**src/rtl/rgb_color_ramp_sequencer_macros.svh**
```systemverilog
// ----------------------------------------------------------------------------
// RGB colour ramp sequencer - assertion macros
// Concurrent assertion helpers for the top-level RTL file, which checks itself.
// ----------------------------------------------------------------------------
`ifndef RGB_COLOR_RAMP_SEQUENCER_MACROS_SVH
`define RGB_COLOR_RAMP_SEQUENCER_MACROS_SVH

// same-cycle implication
`define RCRS_ASSERT_IMP(label, clk, rst_n, ante, cons, msg) \
    label: assert property (@(posedge clk) disable iff (!rst_n) (ante) |-> (cons)) \
        else $error(msg);

// next-cycle implication
`define RCRS_ASSERT_NXT(label, clk, rst_n, ante, cons, msg) \
    label: assert property (@(posedge clk) disable iff (!rst_n) (ante) |=> (cons)) \
        else $error(msg);

`endif

```
**src/rtl/rcrs_pkg.sv**
```systemverilog
// ----------------------------------------------------------------------------
// RGB colour ramp sequencer - package
// Widths, reset values, register indexes, phase codes and the next-phase function.
// ----------------------------------------------------------------------------
`default_nettype none

package rcrs_pkg;

    localparam int LEVEL_W       = 8;
    localparam int RAMP_W        = 15;
    localparam int STEP_W        = 8;
    localparam int PHASE_W       = 2;
    localparam int CH_N          = 3;
    localparam int TIME_BITS_DEF = 32;

    localparam int CFG_IDX_W  = 1;
    localparam int CFG_DATA_W = 15;

    localparam logic [LEVEL_W-1:0] LEVEL_MAX  = 8'd255;
    localparam logic [RAMP_W-1:0]  RAMP_RESET = 15'd1000;
    localparam logic [STEP_W-1:0]  STEP_RESET = 8'd5;

    localparam logic [CFG_IDX_W-1:0] CFG_RAMP_TIME = 1'b0;
    localparam logic [CFG_IDX_W-1:0] CFG_STEP_SIZE = 1'b1;

    localparam logic [PHASE_W-1:0] PHASE_RED   = 2'd0;
    localparam logic [PHASE_W-1:0] PHASE_GREEN = 2'd1;
    localparam logic [PHASE_W-1:0] PHASE_BLUE  = 2'd2;

    function automatic logic [PHASE_W-1:0] next_phase(input logic [PHASE_W-1:0] ph);
        logic [PHASE_W-1:0] nxt;
        case (ph)
            PHASE_RED:   nxt = PHASE_GREEN;
            PHASE_GREEN: nxt = PHASE_BLUE;
            default:     nxt = PHASE_RED;
        endcase
        return nxt;
    endfunction

endpackage

`default_nettype wire

```
**src/rtl/rcrs_if.sv**
```systemverilog
// ----------------------------------------------------------------------------
// RGB colour ramp sequencer - channel interfaces
// Input word, result word and register write channels with valid/ready.
// ----------------------------------------------------------------------------
`default_nettype none

interface rcrs_in_if;
    logic valid;
    logic ready;
    logic ms_step;

    modport source (output valid, output ms_step, input ready);
    modport sink   (input valid, input ms_step, output ready);
endinterface

interface rcrs_out_if;
    logic                              valid;
    logic                              ready;
    logic [rcrs_pkg::LEVEL_W-1:0]      red_level;
    logic [rcrs_pkg::LEVEL_W-1:0]      green_level;
    logic [rcrs_pkg::LEVEL_W-1:0]      blue_level;
    logic [rcrs_pkg::PHASE_W-1:0]      phase;
    logic                              phase_finished;

    modport source (output valid, output red_level, output green_level,
                    output blue_level, output phase, output phase_finished,
                    input ready);
    modport sink   (input valid, input red_level, input green_level,
                    input blue_level, input phase, input phase_finished,
                    output ready);
endinterface

interface rcrs_cfg_if;
    logic                            valid;
    logic                            ready;
    logic [rcrs_pkg::CFG_IDX_W-1:0]  index;
    logic [rcrs_pkg::CFG_DATA_W-1:0] data;

    modport source (output valid, output index, output data, input ready);
    modport sink   (input valid, input index, input data, output ready);
endinterface

`default_nettype wire

```
**src/rtl/rcrs_div.sv**
```systemverilog
// ----------------------------------------------------------------------------
// RGB colour ramp sequencer - bit-serial divider
// Restoring divider, one quotient bit per cycle, dividend shifted out MSB first.
// ----------------------------------------------------------------------------
`default_nettype none

module rcrs_div #(
    parameter int DVD_W = rcrs_pkg::RAMP_W,
    parameter int DVS_W = rcrs_pkg::LEVEL_W
) (
    input  wire logic             i_clk,
    input  wire logic             i_rst_n,
    input  wire logic             i_start,
    input  wire logic [DVD_W-1:0] i_dividend,
    input  wire logic [DVS_W-1:0] i_divisor,
    output logic                  o_done,
    output logic      [DVD_W-1:0] o_quotient
);

    localparam int CNT_W = (DVD_W > 1) ? $clog2(DVD_W) : 1;
    localparam logic [CNT_W-1:0] CNT_LAST = CNT_W'(DVD_W - 1);

    logic             r_busy;
    logic             r_done;
    logic [CNT_W-1:0] r_cnt;
    logic [DVD_W-1:0] r_quo;
    logic [DVS_W-1:0] r_rem;
    logic [DVS_W-1:0] r_dvs;

    logic [DVS_W:0]   trial;
    logic             fits;
    logic [DVS_W-1:0] n_rem;

    always_comb begin
        trial = {r_rem, r_quo[DVD_W-1]};
        fits  = (trial >= {1'b0, r_dvs});
        n_rem = fits ? DVS_W'(trial - {1'b0, r_dvs}) : trial[DVS_W-1:0];
    end

    always_ff @(posedge i_clk) begin
        if (!i_rst_n) begin
            r_busy <= 1'b0;
            r_done <= 1'b0;
            r_cnt  <= '0;
        end else begin
            r_done <= 1'b0;
            if (i_start) begin
                r_busy <= 1'b1;
                r_cnt  <= '0;
                r_quo  <= i_dividend;
                r_rem  <= '0;
                r_dvs  <= i_divisor;
            end else if (r_busy) begin
                r_quo <= {r_quo[DVD_W-2:0], fits};
                r_rem <= n_rem;
                r_cnt <= r_cnt + 1'b1;
                if (r_cnt == CNT_LAST) begin
                    r_busy <= 1'b0;
                    r_done <= 1'b1;
                end
            end
        end
    end

    assign o_done     = r_done;
    assign o_quotient = r_quo;

endmodule

`default_nettype wire

```
**src/rtl/rgb_color_ramp_sequencer.sv**
```systemverilog
// On a mid-phase call the accepted word goes to S_EVAL, which loads the result register once it is free.
// First call of a phase: three 15-bit interval divisions run one after another
// through the shared bit-serial divider before S_EVAL.
// One word at a time; next word taken once the result is registered.
// Reset (synchronous, active low): red phase pending entry, time, levels zero,
// ramp length 1000, step size 5.
// ----------------------------------------------------------------------------
// RGB colour ramp sequencer - top level
// Ramps an RGB level red, green, blue in turn on a millisecond time base.
// ----------------------------------------------------------------------------
`default_nettype none

`include "rgb_color_ramp_sequencer_macros.svh"

module rgb_color_ramp_sequencer #(
    parameter int TIME_BITS = rcrs_pkg::TIME_BITS_DEF
) (
    input  wire logic  i_clk,
    input  wire logic  i_rst_n,
    rcrs_in_if.sink    i_in,
    rcrs_cfg_if.sink   i_cfg,
    rcrs_out_if.source o_out
);

    localparam int LW = rcrs_pkg::LEVEL_W;
    localparam int RW = rcrs_pkg::RAMP_W;
    localparam int SW = rcrs_pkg::STEP_W;
    localparam int PW = rcrs_pkg::PHASE_W;
    localparam int CN = rcrs_pkg::CH_N;

    typedef enum logic [1:0] {
        S_IDLE,
        S_DIV_START,
        S_DIV_WAIT,
        S_EVAL
    } t_state;

    t_state               r_state;
    logic [1:0]           r_ch;
    logic [RW-1:0]        r_ramp;
    logic [SW-1:0]        r_step;
    logic [TIME_BITS-1:0] r_now;
    logic [TIME_BITS-1:0] r_phase_start;
    logic [PW-1:0]        r_phase;
    logic                 r_entry;
    logic [LW-1:0]        r_level    [CN];
    logic [TIME_BITS-1:0] r_last     [CN];
    logic [RW-1:0]        r_interval [CN];

    logic                 r_out_valid;
    logic [LW-1:0]        r_out_level [CN];
    logic [PW-1:0]        r_out_phase;
    logic                 r_out_done;

    logic                 in_acc;
    logic                 out_free;
    logic [TIME_BITS-1:0] n_now;

    logic [LW-1:0]        div_lvl;
    logic [LW-1:0]        div_dist;
    logic                 div_done;
    logic [RW-1:0]        div_quo;

    logic [LW-1:0]        n_level [CN];
    logic                 n_stepped [CN];
    logic                 n_done;

    assign i_cfg.ready = 1'b1;
    assign i_in.ready  = (r_state == S_IDLE);
    assign in_acc      = i_in.valid && (r_state == S_IDLE);
    assign out_free    = !r_out_valid || o_out.ready;
    assign n_now       = r_now + TIME_BITS'(i_in.ms_step);

    // distance to target: 255 - level toward full, level toward zero
    always_comb begin
        case (r_ch)
            2'd0:    div_lvl = r_level[0];
            2'd1:    div_lvl = r_level[1];
            default: div_lvl = r_level[2];
        endcase
        div_dist = (r_ch == r_phase) ? ~div_lvl : div_lvl;
    end

    rcrs_div #(
        .DVD_W (RW),
        .DVS_W (LW)
    ) u_div (
        .i_clk      (i_clk),
        .i_rst_n    (i_rst_n),
        .i_start    (r_state == S_DIV_START),
        .i_dividend (r_ramp),
        .i_divisor  (div_dist),
        .o_done     (div_done),
        .o_quotient (div_quo)
    );

    always_comb begin
        logic          up;
        logic [LW-1:0] tgt;
        logic [LW-1:0] lvl;
        logic [LW:0]   sum;
        logic          all_hit;
        logic          late;
        all_hit = 1'b1;
        for (int c = 0; c < CN; c++) begin
            up  = (r_phase == PW'(c));
            tgt = up ? rcrs_pkg::LEVEL_MAX : '0;
            lvl = (r_ramp == '0) ? tgt : r_level[c];
            sum = {1'b0, lvl} + {1'b0, r_step};
            n_stepped[c] = (lvl != tgt) &&
                           ((r_now - r_last[c]) >= TIME_BITS'(r_interval[c]));
            if (!n_stepped[c]) begin
                n_level[c] = lvl;
            end else if (up) begin
                n_level[c] = (sum > {1'b0, rcrs_pkg::LEVEL_MAX}) ?
                             rcrs_pkg::LEVEL_MAX : sum[LW-1:0];
            end else begin
                n_level[c] = (r_step >= lvl) ? '0 : LW'(lvl - r_step);
            end
            all_hit = all_hit && (n_level[c] == tgt);
        end
        late   = (r_now - r_phase_start) > TIME_BITS'(r_ramp);
        n_done = all_hit || late;
    end

    always_ff @(posedge i_clk) begin
        if (!i_rst_n) begin
            r_state       <= S_IDLE;
            r_ch          <= '0;
            r_ramp        <= rcrs_pkg::RAMP_RESET;
            r_step        <= rcrs_pkg::STEP_RESET;
            r_now         <= '0;
            r_phase_start <= '0;
            r_phase       <= rcrs_pkg::PHASE_RED;
            r_entry       <= 1'b1;
            r_out_valid   <= 1'b0;
            for (int c = 0; c < CN; c++) begin
                r_level[c] <= '0;
                r_last[c]  <= '0;
            end
        end else begin
            if (i_cfg.valid) begin
                unique case (i_cfg.index)
                    rcrs_pkg::CFG_RAMP_TIME: r_ramp <= i_cfg.data[RW-1:0];
                    rcrs_pkg::CFG_STEP_SIZE: r_step <= i_cfg.data[SW-1:0];
                    default: ;
                endcase
            end

            if (o_out.ready && (r_state != S_EVAL)) begin
                r_out_valid <= 1'b0;
            end

            unique case (r_state)
                S_IDLE: begin
                    if (in_acc) begin
                        r_now <= n_now;
                        r_ch  <= '0;
                        if (r_entry) begin
                            r_phase_start <= n_now;
                            r_state       <= S_DIV_START;
                        end else begin
                            r_state <= S_EVAL;
                        end
                    end
                end
                S_DIV_START: begin
                    r_state <= S_DIV_WAIT;
                end
                S_DIV_WAIT: begin
                    if (div_done) begin
                        r_interval[r_ch] <= (div_dist == '0) ? '0 : div_quo;
                        if (r_ch == 2'(CN - 1)) begin
                            r_state <= S_EVAL;
                        end else begin
                            r_ch    <= r_ch + 1'b1;
                            r_state <= S_DIV_START;
                        end
                    end
                end
                S_EVAL: begin
                    if (out_free) begin
                        for (int c = 0; c < CN; c++) begin
                            r_level[c]     <= n_level[c];
                            r_out_level[c] <= n_level[c];
                            if (n_stepped[c]) begin
                                r_last[c] <= r_now;
                            end
                        end
                        r_out_valid <= 1'b1;
                        r_out_phase <= r_phase;
                        r_out_done  <= n_done;
                        r_entry     <= n_done;
                        if (n_done) begin
                            r_phase <= rcrs_pkg::next_phase(r_phase);
                        end
                        r_state <= S_IDLE;
                    end
                end
                default: r_state <= S_IDLE;
            endcase
        end
    end

    assign o_out.valid          = r_out_valid;
    assign o_out.red_level      = r_out_level[0];
    assign o_out.green_level    = r_out_level[1];
    assign o_out.blue_level     = r_out_level[2];
    assign o_out.phase          = r_out_phase;
    assign o_out.phase_finished = r_out_done;

    `RCRS_ASSERT_NXT(a_busy_after_accept, i_clk, i_rst_n, in_acc, !i_in.ready, "word taken while busy")
    `RCRS_ASSERT_IMP(a_div_done_state, i_clk, i_rst_n, div_done, r_state == S_DIV_WAIT, "divider result unclaimed")
    `RCRS_ASSERT_NXT(a_eval_holds, i_clk, i_rst_n, (r_state == S_EVAL) && !out_free, (r_state == S_EVAL) && r_out_valid, "result overwritten")
    `RCRS_ASSERT_IMP(a_phase_code, i_clk, i_rst_n, 1'b1, r_phase != 2'd3, "phase out of range")

endmodule

`default_nettype wire

```
**src/flat_wrapper.sv**
```systemverilog
// flat-port wrapper written by rule: the top's interface ports become plain ports
module rgb_color_ramp_sequencer_flat 
#(
    parameter int TIME_BITS = rcrs_pkg::TIME_BITS_DEF
)
  (i_clk, i_rst_n, i_in_valid, i_in_ms_step, i_in_ready, i_cfg_valid, i_cfg_index, i_cfg_data, i_cfg_ready, o_out_valid, o_out_red_level, o_out_green_level, o_out_blue_level, o_out_phase, o_out_phase_finished, o_out_ready);
  rcrs_in_if i_in_i ();
  rcrs_cfg_if i_cfg_i ();
  rcrs_out_if o_out_i ();
  input  wire logic i_clk;
  input  wire logic i_rst_n;
  input wire logic [$bits(i_in_i.valid)-1:0] i_in_valid;
  input wire logic [$bits(i_in_i.ms_step)-1:0] i_in_ms_step;
  output wire logic [$bits(i_in_i.ready)-1:0] i_in_ready;
  input wire logic [$bits(i_cfg_i.valid)-1:0] i_cfg_valid;
  input wire logic [$bits(i_cfg_i.index)-1:0] i_cfg_index;
  input wire logic [$bits(i_cfg_i.data)-1:0] i_cfg_data;
  output wire logic [$bits(i_cfg_i.ready)-1:0] i_cfg_ready;
  output wire logic [$bits(o_out_i.valid)-1:0] o_out_valid;
  output wire logic [$bits(o_out_i.red_level)-1:0] o_out_red_level;
  output wire logic [$bits(o_out_i.green_level)-1:0] o_out_green_level;
  output wire logic [$bits(o_out_i.blue_level)-1:0] o_out_blue_level;
  output wire logic [$bits(o_out_i.phase)-1:0] o_out_phase;
  output wire logic [$bits(o_out_i.phase_finished)-1:0] o_out_phase_finished;
  input wire logic [$bits(o_out_i.ready)-1:0] o_out_ready;
  assign i_in_i.valid = i_in_valid;
  assign i_in_i.ms_step = i_in_ms_step;
  assign i_in_ready = i_in_i.ready;
  assign i_cfg_i.valid = i_cfg_valid;
  assign i_cfg_i.index = i_cfg_index;
  assign i_cfg_i.data = i_cfg_data;
  assign i_cfg_ready = i_cfg_i.ready;
  assign o_out_valid = o_out_i.valid;
  assign o_out_red_level = o_out_i.red_level;
  assign o_out_green_level = o_out_i.green_level;
  assign o_out_blue_level = o_out_i.blue_level;
  assign o_out_phase = o_out_i.phase;
  assign o_out_phase_finished = o_out_i.phase_finished;
  assign o_out_i.ready = o_out_ready;
  rgb_color_ramp_sequencer #(.TIME_BITS(TIME_BITS)) u_core (.i_clk(i_clk), .i_rst_n(i_rst_n), .i_in(i_in_i), .i_cfg(i_cfg_i), .o_out(o_out_i));
endmodule
```
**config.mk**
```make
export PLATFORM = sky130hd
export DESIGN_NAME = rgb_color_ramp_sequencer_flat
export DESIGN_NICKNAME = d
export VERILOG_FILES = /design/src/rtl/rcrs_pkg.sv /design/src/rtl/rcrs_if.sv /design/src/rtl/rcrs_div.sv /design/src/rtl/rgb_color_ramp_sequencer.sv /design/src/flat_wrapper.sv
export VERILOG_INCLUDE_DIRS = /design/src /design/src/rtl
export SDC_FILE = /design/constraint.sdc
export NUM_CORES = 1
export LEC_CHECK = 0
export BUFFER_PORTS_ARGS = -buffer_cell sky130_fd_sc_hd__buf_4
export CAP_MARGIN = 40
export CORE_ASPECT_RATIO = 1.1
export CORE_MARGIN = 2
export CORE_UTILIZATION = 25
export DETAILED_ROUTE_END_ITERATION = 10
export GPL_TIMING_DRIVEN = 0
export SLEW_MARGIN = 20
export SYNTH_ARGS = -nofsm -noshare
export SYNTH_HDL_FRONTEND = slang
export SYNTH_SLANG_ARGS = --single-unit
export TNS_END_PERCENT = 10
```
**constraint.sdc**
```tcl
create_clock -name i_clk -period 6.18 [get_ports i_clk]
set_input_delay 1.236 -clock i_clk [delete_from_list [all_inputs] [get_ports i_clk]]
set_output_delay 1.236 -clock i_clk [all_outputs]
set_load 0.02 [all_outputs]
```
# After elaboration in Yosys (flattened, before gate mapping)
# Memories as Yosys holds them, arrays and structs flattened.
# Index checks and enable logic that the tools add are counted.
# word_totals
latch_bits,0
inputBits,22
output_inout_bits,30
romBits,0
mem_bits_rw,189
n_memories,4
register_bits,135
# mem_list
name,words,word_bits,rd,rd_clocked_by_memory_dff,write_ports,line,text
u_core.r_last,3,32,3,0,3,rgb_color_ramp_sequencer.sv:47,logic [TIME_BITS-1:0] r_last [CN];
u_core.r_interval,3,15,3,0,1,rgb_color_ramp_sequencer.sv:48,logic [RW-1:0] r_interval [CN];
u_core.r_level,3,8,3,0,3,rgb_color_ramp_sequencer.sv:46,logic [LW-1:0] r_level [CN];
u_core.r_out_level,3,8,3,0,3,rgb_color_ramp_sequencer.sv:51,logic [LW-1:0] r_out_level [CN];
# classes
add_sub_neg,14
n_shift,0
n_bitwise,10
mul,0
n_eq_ne,20
n_reduce_logical,30
muxes,73
n_lt_le_gt_ge,11
div_mod_pow,0
# ops
cell,count
8-bit two-way mux,24
32-bit subtractor,4
32-bit by 15-bit greater-or-equal comparator with 1-bit output,3
32-bit two-way mux,3
15-bit two-way mux,3
32-bit by 1-bit adder with 32-bit output,1
32-bit by 15-bit greater-than comparator with 1-bit output,1
8-bit subtractor,4
1-bit two-way mux,31
8-bit by 8-bit adder with 9-bit output,3
"9-bit by 8-bit greater-than comparator with 1-bit output, second input constant",3
8-bit == test,3
8-bit greater-or-equal comparator,3
8-bit inequality test,3
2-bit two-way mux,8
8-bit case mux with 2 select lines,1
15-bit logical NOT,1
2-bit AND reduction,6
3-bit AND reduction,4
9-bit by 8-bit greater-or-equal comparator with 1-bit output,1
"2-bit == test, second input constant",4
8-bit logical NOT,1
8-bit NOT,1
2-bit case mux with 2 select lines,2
other kinds (18),40

# Longest topological paths before layout
# depth
depth_word,13
mapped_depth,27

# Hierarchy
# From an unflattened synthesis, not the netlist that was laid out.
# hier_totals
cells_unflattened,2801
hier_area_um2,25264.2
# by_module_without_submodules
mod,instances,area_each_um2,seq_area_each_um2,cells_each
rgb_color_ramp_sequencer,1,23262.3,7667.4,2646
rcrs_div,1,2001.9,1051.0,155

# Least setup slack after synthesis
# OpenSTA, ideal clock, no wires.
# synth_path
path_kind,reg-to-reg
from,reg u_core.r_now[1]
to,"mem u_core.r_last[0][0] (netlist name), enable pin"
setup_slack_ps,-210
synth_period_minus_slack_ps,6390
path_buffers,2
arrival_time_ps,5925
setup_ps,466
stages_incl_launch_ff,19
cell_sequence,dfxtp_1 -> inv_1 -> fa_1 -> nor2b_1 -> o2111ai_1 -> a21oi_1 -> nor2_1 -> o21ai_0 -> xor2_1 -> ha_1 -> nand3_1 -> o41ai_1 -> nor3_1 -> and4_1 -> and4_1 -> a31o_1 -> buf_6 -> buf_2 -> o21ai_0
# synth_lines
item,line,text
from (decl),rgb_color_ramp_sequencer.sv:42,logic [TIME_BITS-1:0] r_now;
from (signal assigned),rgb_color_ramp_sequencer.sv:157,r_now <= n_now;
to (decl),rgb_color_ramp_sequencer.sv:47,

# Final worst setup path
# layout_path
from,reg u_core.r_ramp[12]
to,"reg u_core.r_out_done (netlist: u_core.o_out.phase_finished), data pin"
# layout_between
elab_chain_cells,11
word_cells_on_any_way,41
# layout_lines
item,line,text
from (decl),rgb_color_ramp_sequencer.sv:40,logic [RW-1:0] r_ramp;
from (signal assigned),rgb_color_ramp_sequencer.sv:130,r_ramp <= rcrs_pkg::RAMP_RESET;
from (signal assigned),rgb_color_ramp_sequencer.sv:144,rcrs_pkg::CFG_RAMP_TIME: r_ramp <= i_cfg.data[RW-1:0];
15-bit logical NOT,rgb_color_ramp_sequencer.sv:108,lvl = (r_ramp == '0) ? tgt : r_level[c];
8-bit two-way mux,rgb_color_ramp_sequencer.sv:108,
8-bit by 8-bit adder with 9-bit output,rgb_color_ramp_sequencer.sv:109,"sum = {1'b0, lvl} + {1'b0, r_step};"
9-bit by 8-bit greater-than comparator with 1-bit output,rgb_color_ramp_sequencer.sv:115,"n_level[c] = (sum > {1'b0, rcrs_pkg::LEVEL_MAX}) ?"
8-bit two-way mux,rgb_color_ramp_sequencer.sv:115,
8-bit two-way mux,rgb_color_ramp_sequencer.sv:114,end else if (up) begin
8-bit two-way mux,rgb_color_ramp_sequencer.sv:112,if (!n_stepped[c]) begin
8-bit == test,rgb_color_ramp_sequencer.sv:120,all_hit = all_hit && (n_level[c] == tgt);
1-bit logical AND (2 in series),rgb_color_ramp_sequencer.sv:120,
1-bit logical OR *,rgb_color_ramp_sequencer.sv:123,n_done = all_hit || late;
net u_core.n_done,rgb_color_ramp_sequencer.sv:66,logic n_done;
to (signal assigned),rgb_color_ramp_sequencer.sv:192,r_out_done <= n_done;
to (decl),rgb_color_ramp_sequencer.sv:53,logic r_out_done;
# The timed path passes the listed nets; every way through them passes the cells marked *.
# A chain may end at the register's enable or synchronous reset.

==> summary.txt <==
Outcome
  • Status: finished clean

Route
  • Starting DRC count in detailed routing: 1260
  • Average wire per standard cell: 16.87 µm
  • Total Routed Length: 72.35 mm
  • Vias per cell: 4.960
  • Routed via count: 21270
  • First-pass detailed-route iteration total: 6
  • Drc violations: 0
  • Post-detailed-route count of antenna-violating nets: 0

Final layout
  • Most common cell after layout, fill and taps aside: sky130_fd_sc_hd__nand2_1
  • Most frequent cells in the layout: 285 x sky130_fd_sc_hd__nand2_1, 283 x sky130_fd_sc_hd__inv_1, 247 x sky130_fd_sc_hd__ha_1, 223 x sky130_fd_sc_hd__edfxtp_1, 209 x sky130_fd_sc_hd__a21oi_1
  • Fillers: 10570
  • Layout net count: 3248
  • Design area: 0.02881 mm²
  • Synthesis-to-layout area growth: 14.74%
  • Diodes inserted: 0
  • Proportion of layout cells with a drive suffix above 1: 7.774%

Worst setup path
  • Path type of the worst setup path: reg2reg
  • Req. time, crit path: 6500 ps
  • Data arrival, critical path: 6260 ps
  • Kind of cell adding the most delay to the critical path: buffers and inverters
  • CP Buf/Inv Count: 8
  • Critical Path Start Type: flip-flop
  • Maximum fanout along the worst path: 10
  • Critical path's slowest cell: sky130_fd_sc_hd__o32ai_2
  • Critical Path, Cell by Cell: nor4_1 -> nand4_1 -> buf_4 -> clkbuf_1 -> clkbuf_2 -> clkbuf_1 -> a21oi_1 -> inv_1 -> ha_1 -> buf_2 -> nand2_1 -> nor4b_2 -> and3_1 -> or3_1 -> clkbuf_2 -> a21boi_1 -> o32ai_2 -> o21ai_1 -> a31oi_1 -> nor3_1 -> mux2_2 -> nor3_1 -> o311ai_4 -> buf_4
  • Delay of the slowest cell on the worst path: 450 ps
  • Endpoint type of the worst setup path: flip-flop

Die
  • Area of the core: 0.09932 mm²
  • Placement row count: 121
  • Overall die area: 0.1030 mm²
  • DIE HEIGHT: 336.4 µm
  • Initial Utilization: 25.28%
  • Die width: 306.2 µm
  • Boundary pin count: 52

Timing
  • Achievable Freq: 168.4 MHz
  • Transition at the pin with the smallest max-transition slack: 796.9 ps
  • Relative slew slack: 46.79%
  • Final cycle utilization of the critical path: 96.11%
  • Final setup fails: 0
  • Least setup slack across all paths after layout: 240.2 ps
  • Worst Hold Slack: 492.0 ps
  • Count of final max-slew check failures: 0
  • Final count of hold timing violations: 0
  • Max Clock Skew: 37.49 ps
  • Unrepaired setup endpoints after global routing: no
  • Final worst path period need: 5940 ps

Synthesis
  • Ys async rst share: 0%
  • Prevailing post-synth register cell: sky130_fd_sc_hd__edfxtp_1
  • Unique cell type count in the Yosys netlist: 96
  • Fraction of the yosys area taken by sequential cells: 34.73%
  • Synthesis-stage register bit count: 324
  • Number of warnings reported in the yosys synthesis log: 0
  • Cells after Synth: 2864
  • Net count after synthesis: 3144
  • Syn avg cell area: 8.766 µm²
  • Area of the mapped netlist: 0.02511 mm²
  • Number of enable flip-flop cells after synthesis: 223

Power
  • Pwr Total: 5.791 mW
  • Flop pwr share: 42.3%
  • Pwr dens: 201.0 mW/mm²
  • Lkg Pwr: 12.18 nW
  • Internal power: 4.143 mW
  • Switching power: 1.648 mW
  • Portion of total power attributed to combinational logic: 17.6%
  • Clock network power share: 40.0%
  • Proportion of total power due to net switching: 28.46%
  • Largest vdd supply drop: 0.1774 mV

Hold path
  • Min-delay worst type: reg2reg

Clock network
  • Clock sink total: 324
  • Htree depth: 2
  • Worst-skew pair later-pin latency: 590 ps
  • Worst-path clk slew: 60 ps
  • Inserted Clock Buffers: 38
  • Clock root buffer master: sky130_fd_sc_hd__clkbuf_16
  • Maximum buffer depth of the clock tree: 3
  • Hold buffer count at CTS: 0
  • Clock tree from TritonCTS: built

Place
  • Port Buf Inserts: 50
  • HPWL after DPL: 57.69 mm
  • Routability Congestion: 0.9631
  • Placed Instance Area: 0.02737 mm²
  • Worst setup slack after placement: -292.1 ps

Global route
  • Vias in the first global route: 20910
  • Global-route wire length before repair: 112.9 mm
  • Pin count of the biggest net entering global routing: 27
  • Number of antenna violations at the first check in global routing: 1
  • Remaining global-route overflow: 0
  • Total Routing Usage GR: 13.71%

Flow run
  • Count of max-cap constraint violations: 0
## metrics by stage
step,std cells,utilization [%],setup TNS (ps)
floorplan,2864,-,-3597
detailed placement,4214,27.55,-15520
finish,4288,29.01,0
global route,4288,29.01,0
global placement,4205,27.28,-250820
CTS,4285,28.91,0
## metal layers
layer | share of wire [%] | global-route usage, %
met1 | 44 | 16.89
met2 | 48 | 24.27
met3 | 4.1 | 1.582
met4 | 3.9 | 5.590
met5 | 0 | 0
## cell type report
cell class | instances | area (µm²) | area share, %
plain buffers | 99 | 440.4 | 1.529
multi-input cells | 2158 | 15050 | 52.25
clock buffers | 49 | 1054 | 3.657
repair buffers | 64 | 628.1 | 2.180
clock inverters | 20 | 232.7 | 0.8079
flip-flops and latches | 324 | 8722 | 30.28
inverters | 283 | 1062 | 3.688
well taps | 1291 | 1615 | 5.607
## cells by family (layout without fill, tap and decap cells)
kind of cell | count (synthesis) | count (layout) | synth area share (%)
muxes | 42 | 42 | 1.719
other | 1 | 1 | 0.01494
adders and majority gates | 258 | 258 | 13.19
DFF | 324 | 324 | 34.73
AOI/OAI and AO/OA | 775 | 775 | 20.50
xor gates and xnor gates | 148 | 148 | 5.163
buffers and inverters | 382 | 515 | 5.975
and+or+nand+nor | 934 | 934 | 18.71
## cell usage after synthesis, drive strengths merged (14+ instances only)
library cell / count / area share [%]
nand3: 55 / 1.1
o211ai: 24 / 0.72
o211a: 34 / 1.4
and3: 23 / 0.57
o31ai: 14 / 0.44
o22ai: 15 / 0.37
nor3: 34 / 0.68
o21a: 29 / 0.87
a21boi: 38 / 1.1
nand2b: 36 / 0.90
o21bai: 22 / 0.67
nor4: 28 / 0.81
buf: 36 / 0.79
mux2i: 33 / 1.3
ha: 247 / 12
edfxtp: 223 / 27
nand4: 58 / 1.4
nor2b: 52 / 1.3
and2: 96 / 2.4
clkbuf: 63 / 0.95
a211oi: 24 / 0.76
a21oi: 214 / 4.3
nor2: 179 / 2.7
xnor2: 102 / 3.6
xor2: 46 / 1.6
inv: 283 / 4.2
nand2: 288 / 4.3
or3: 29 / 0.72
dfxtp: 101 / 8.1
a31oi: 25 / 0.65
a21o: 62 / 1.9
o21ai: 166 / 3.3
## worst min-delay path, cell delays in order, from the launching register on
cell,delay (ps)
sky130_fd_sc_hd__dfxtp_1,330
sky130_fd_sc_hd__nand2_1,50
sky130_fd_sc_hd__a21boi_0,60
## path summary, 6_finish.rpt
path	end	slack (ps)	start	depth (start not counted)
hold reg to reg	u_core.r_ramp[14]	490	u_core.r_ramp[14]	2
setup / recovery	u_core.o_out.phase_finished	240	u_core.r_ramp[12]	24
setup reg to reg	u_core.o_out.phase_finished	240	u_core.r_ramp[12]	24
hold / removal	u_core.r_ramp[14]	490	u_core.r_ramp[14]	2
## registers in the layout, summed over array words and instances (netlist names), 4 cells and up
register	cells
u_core.u_div.r_rem	8
u_core.r_phase_start	32
u_core.u_div.r_cnt	4
u_core.u_div.o_quotient	15
u_core.r_level	24
u_core.r_last	96
u_core.u_div.r_dvs	8
u_core.r_now	32
u_core.r_ramp	15
u_core.r_interval	45
u_core.r_out_level	24
u_core.r_step	8
## repair_timing
action / in CTS / in global routing
pin swaps: 1 / 3
buffers inserted: 2 / 2
endpoints found under the setup margin: 120 / 106
gates resized for setup: 10 / 17
## power by group through the flow
stage / Clock (mW) / Sequential (mW) / Combinational (mW)
3_5_place_dp: 0 / 2.50 / 1.00
5_1_grt: 2.45 / 2.46 / 1.14
2_1_floorplan: 0 / 2.48 / 0.716
3_3_place_gp: 0 / 2.50 / 0.976
6_report: 2.32 / 2.45 / 1.02
4_1_cts: 2.37 / 2.45 / 1.01
Note: power is estimated with default switching activity, not from simulation.
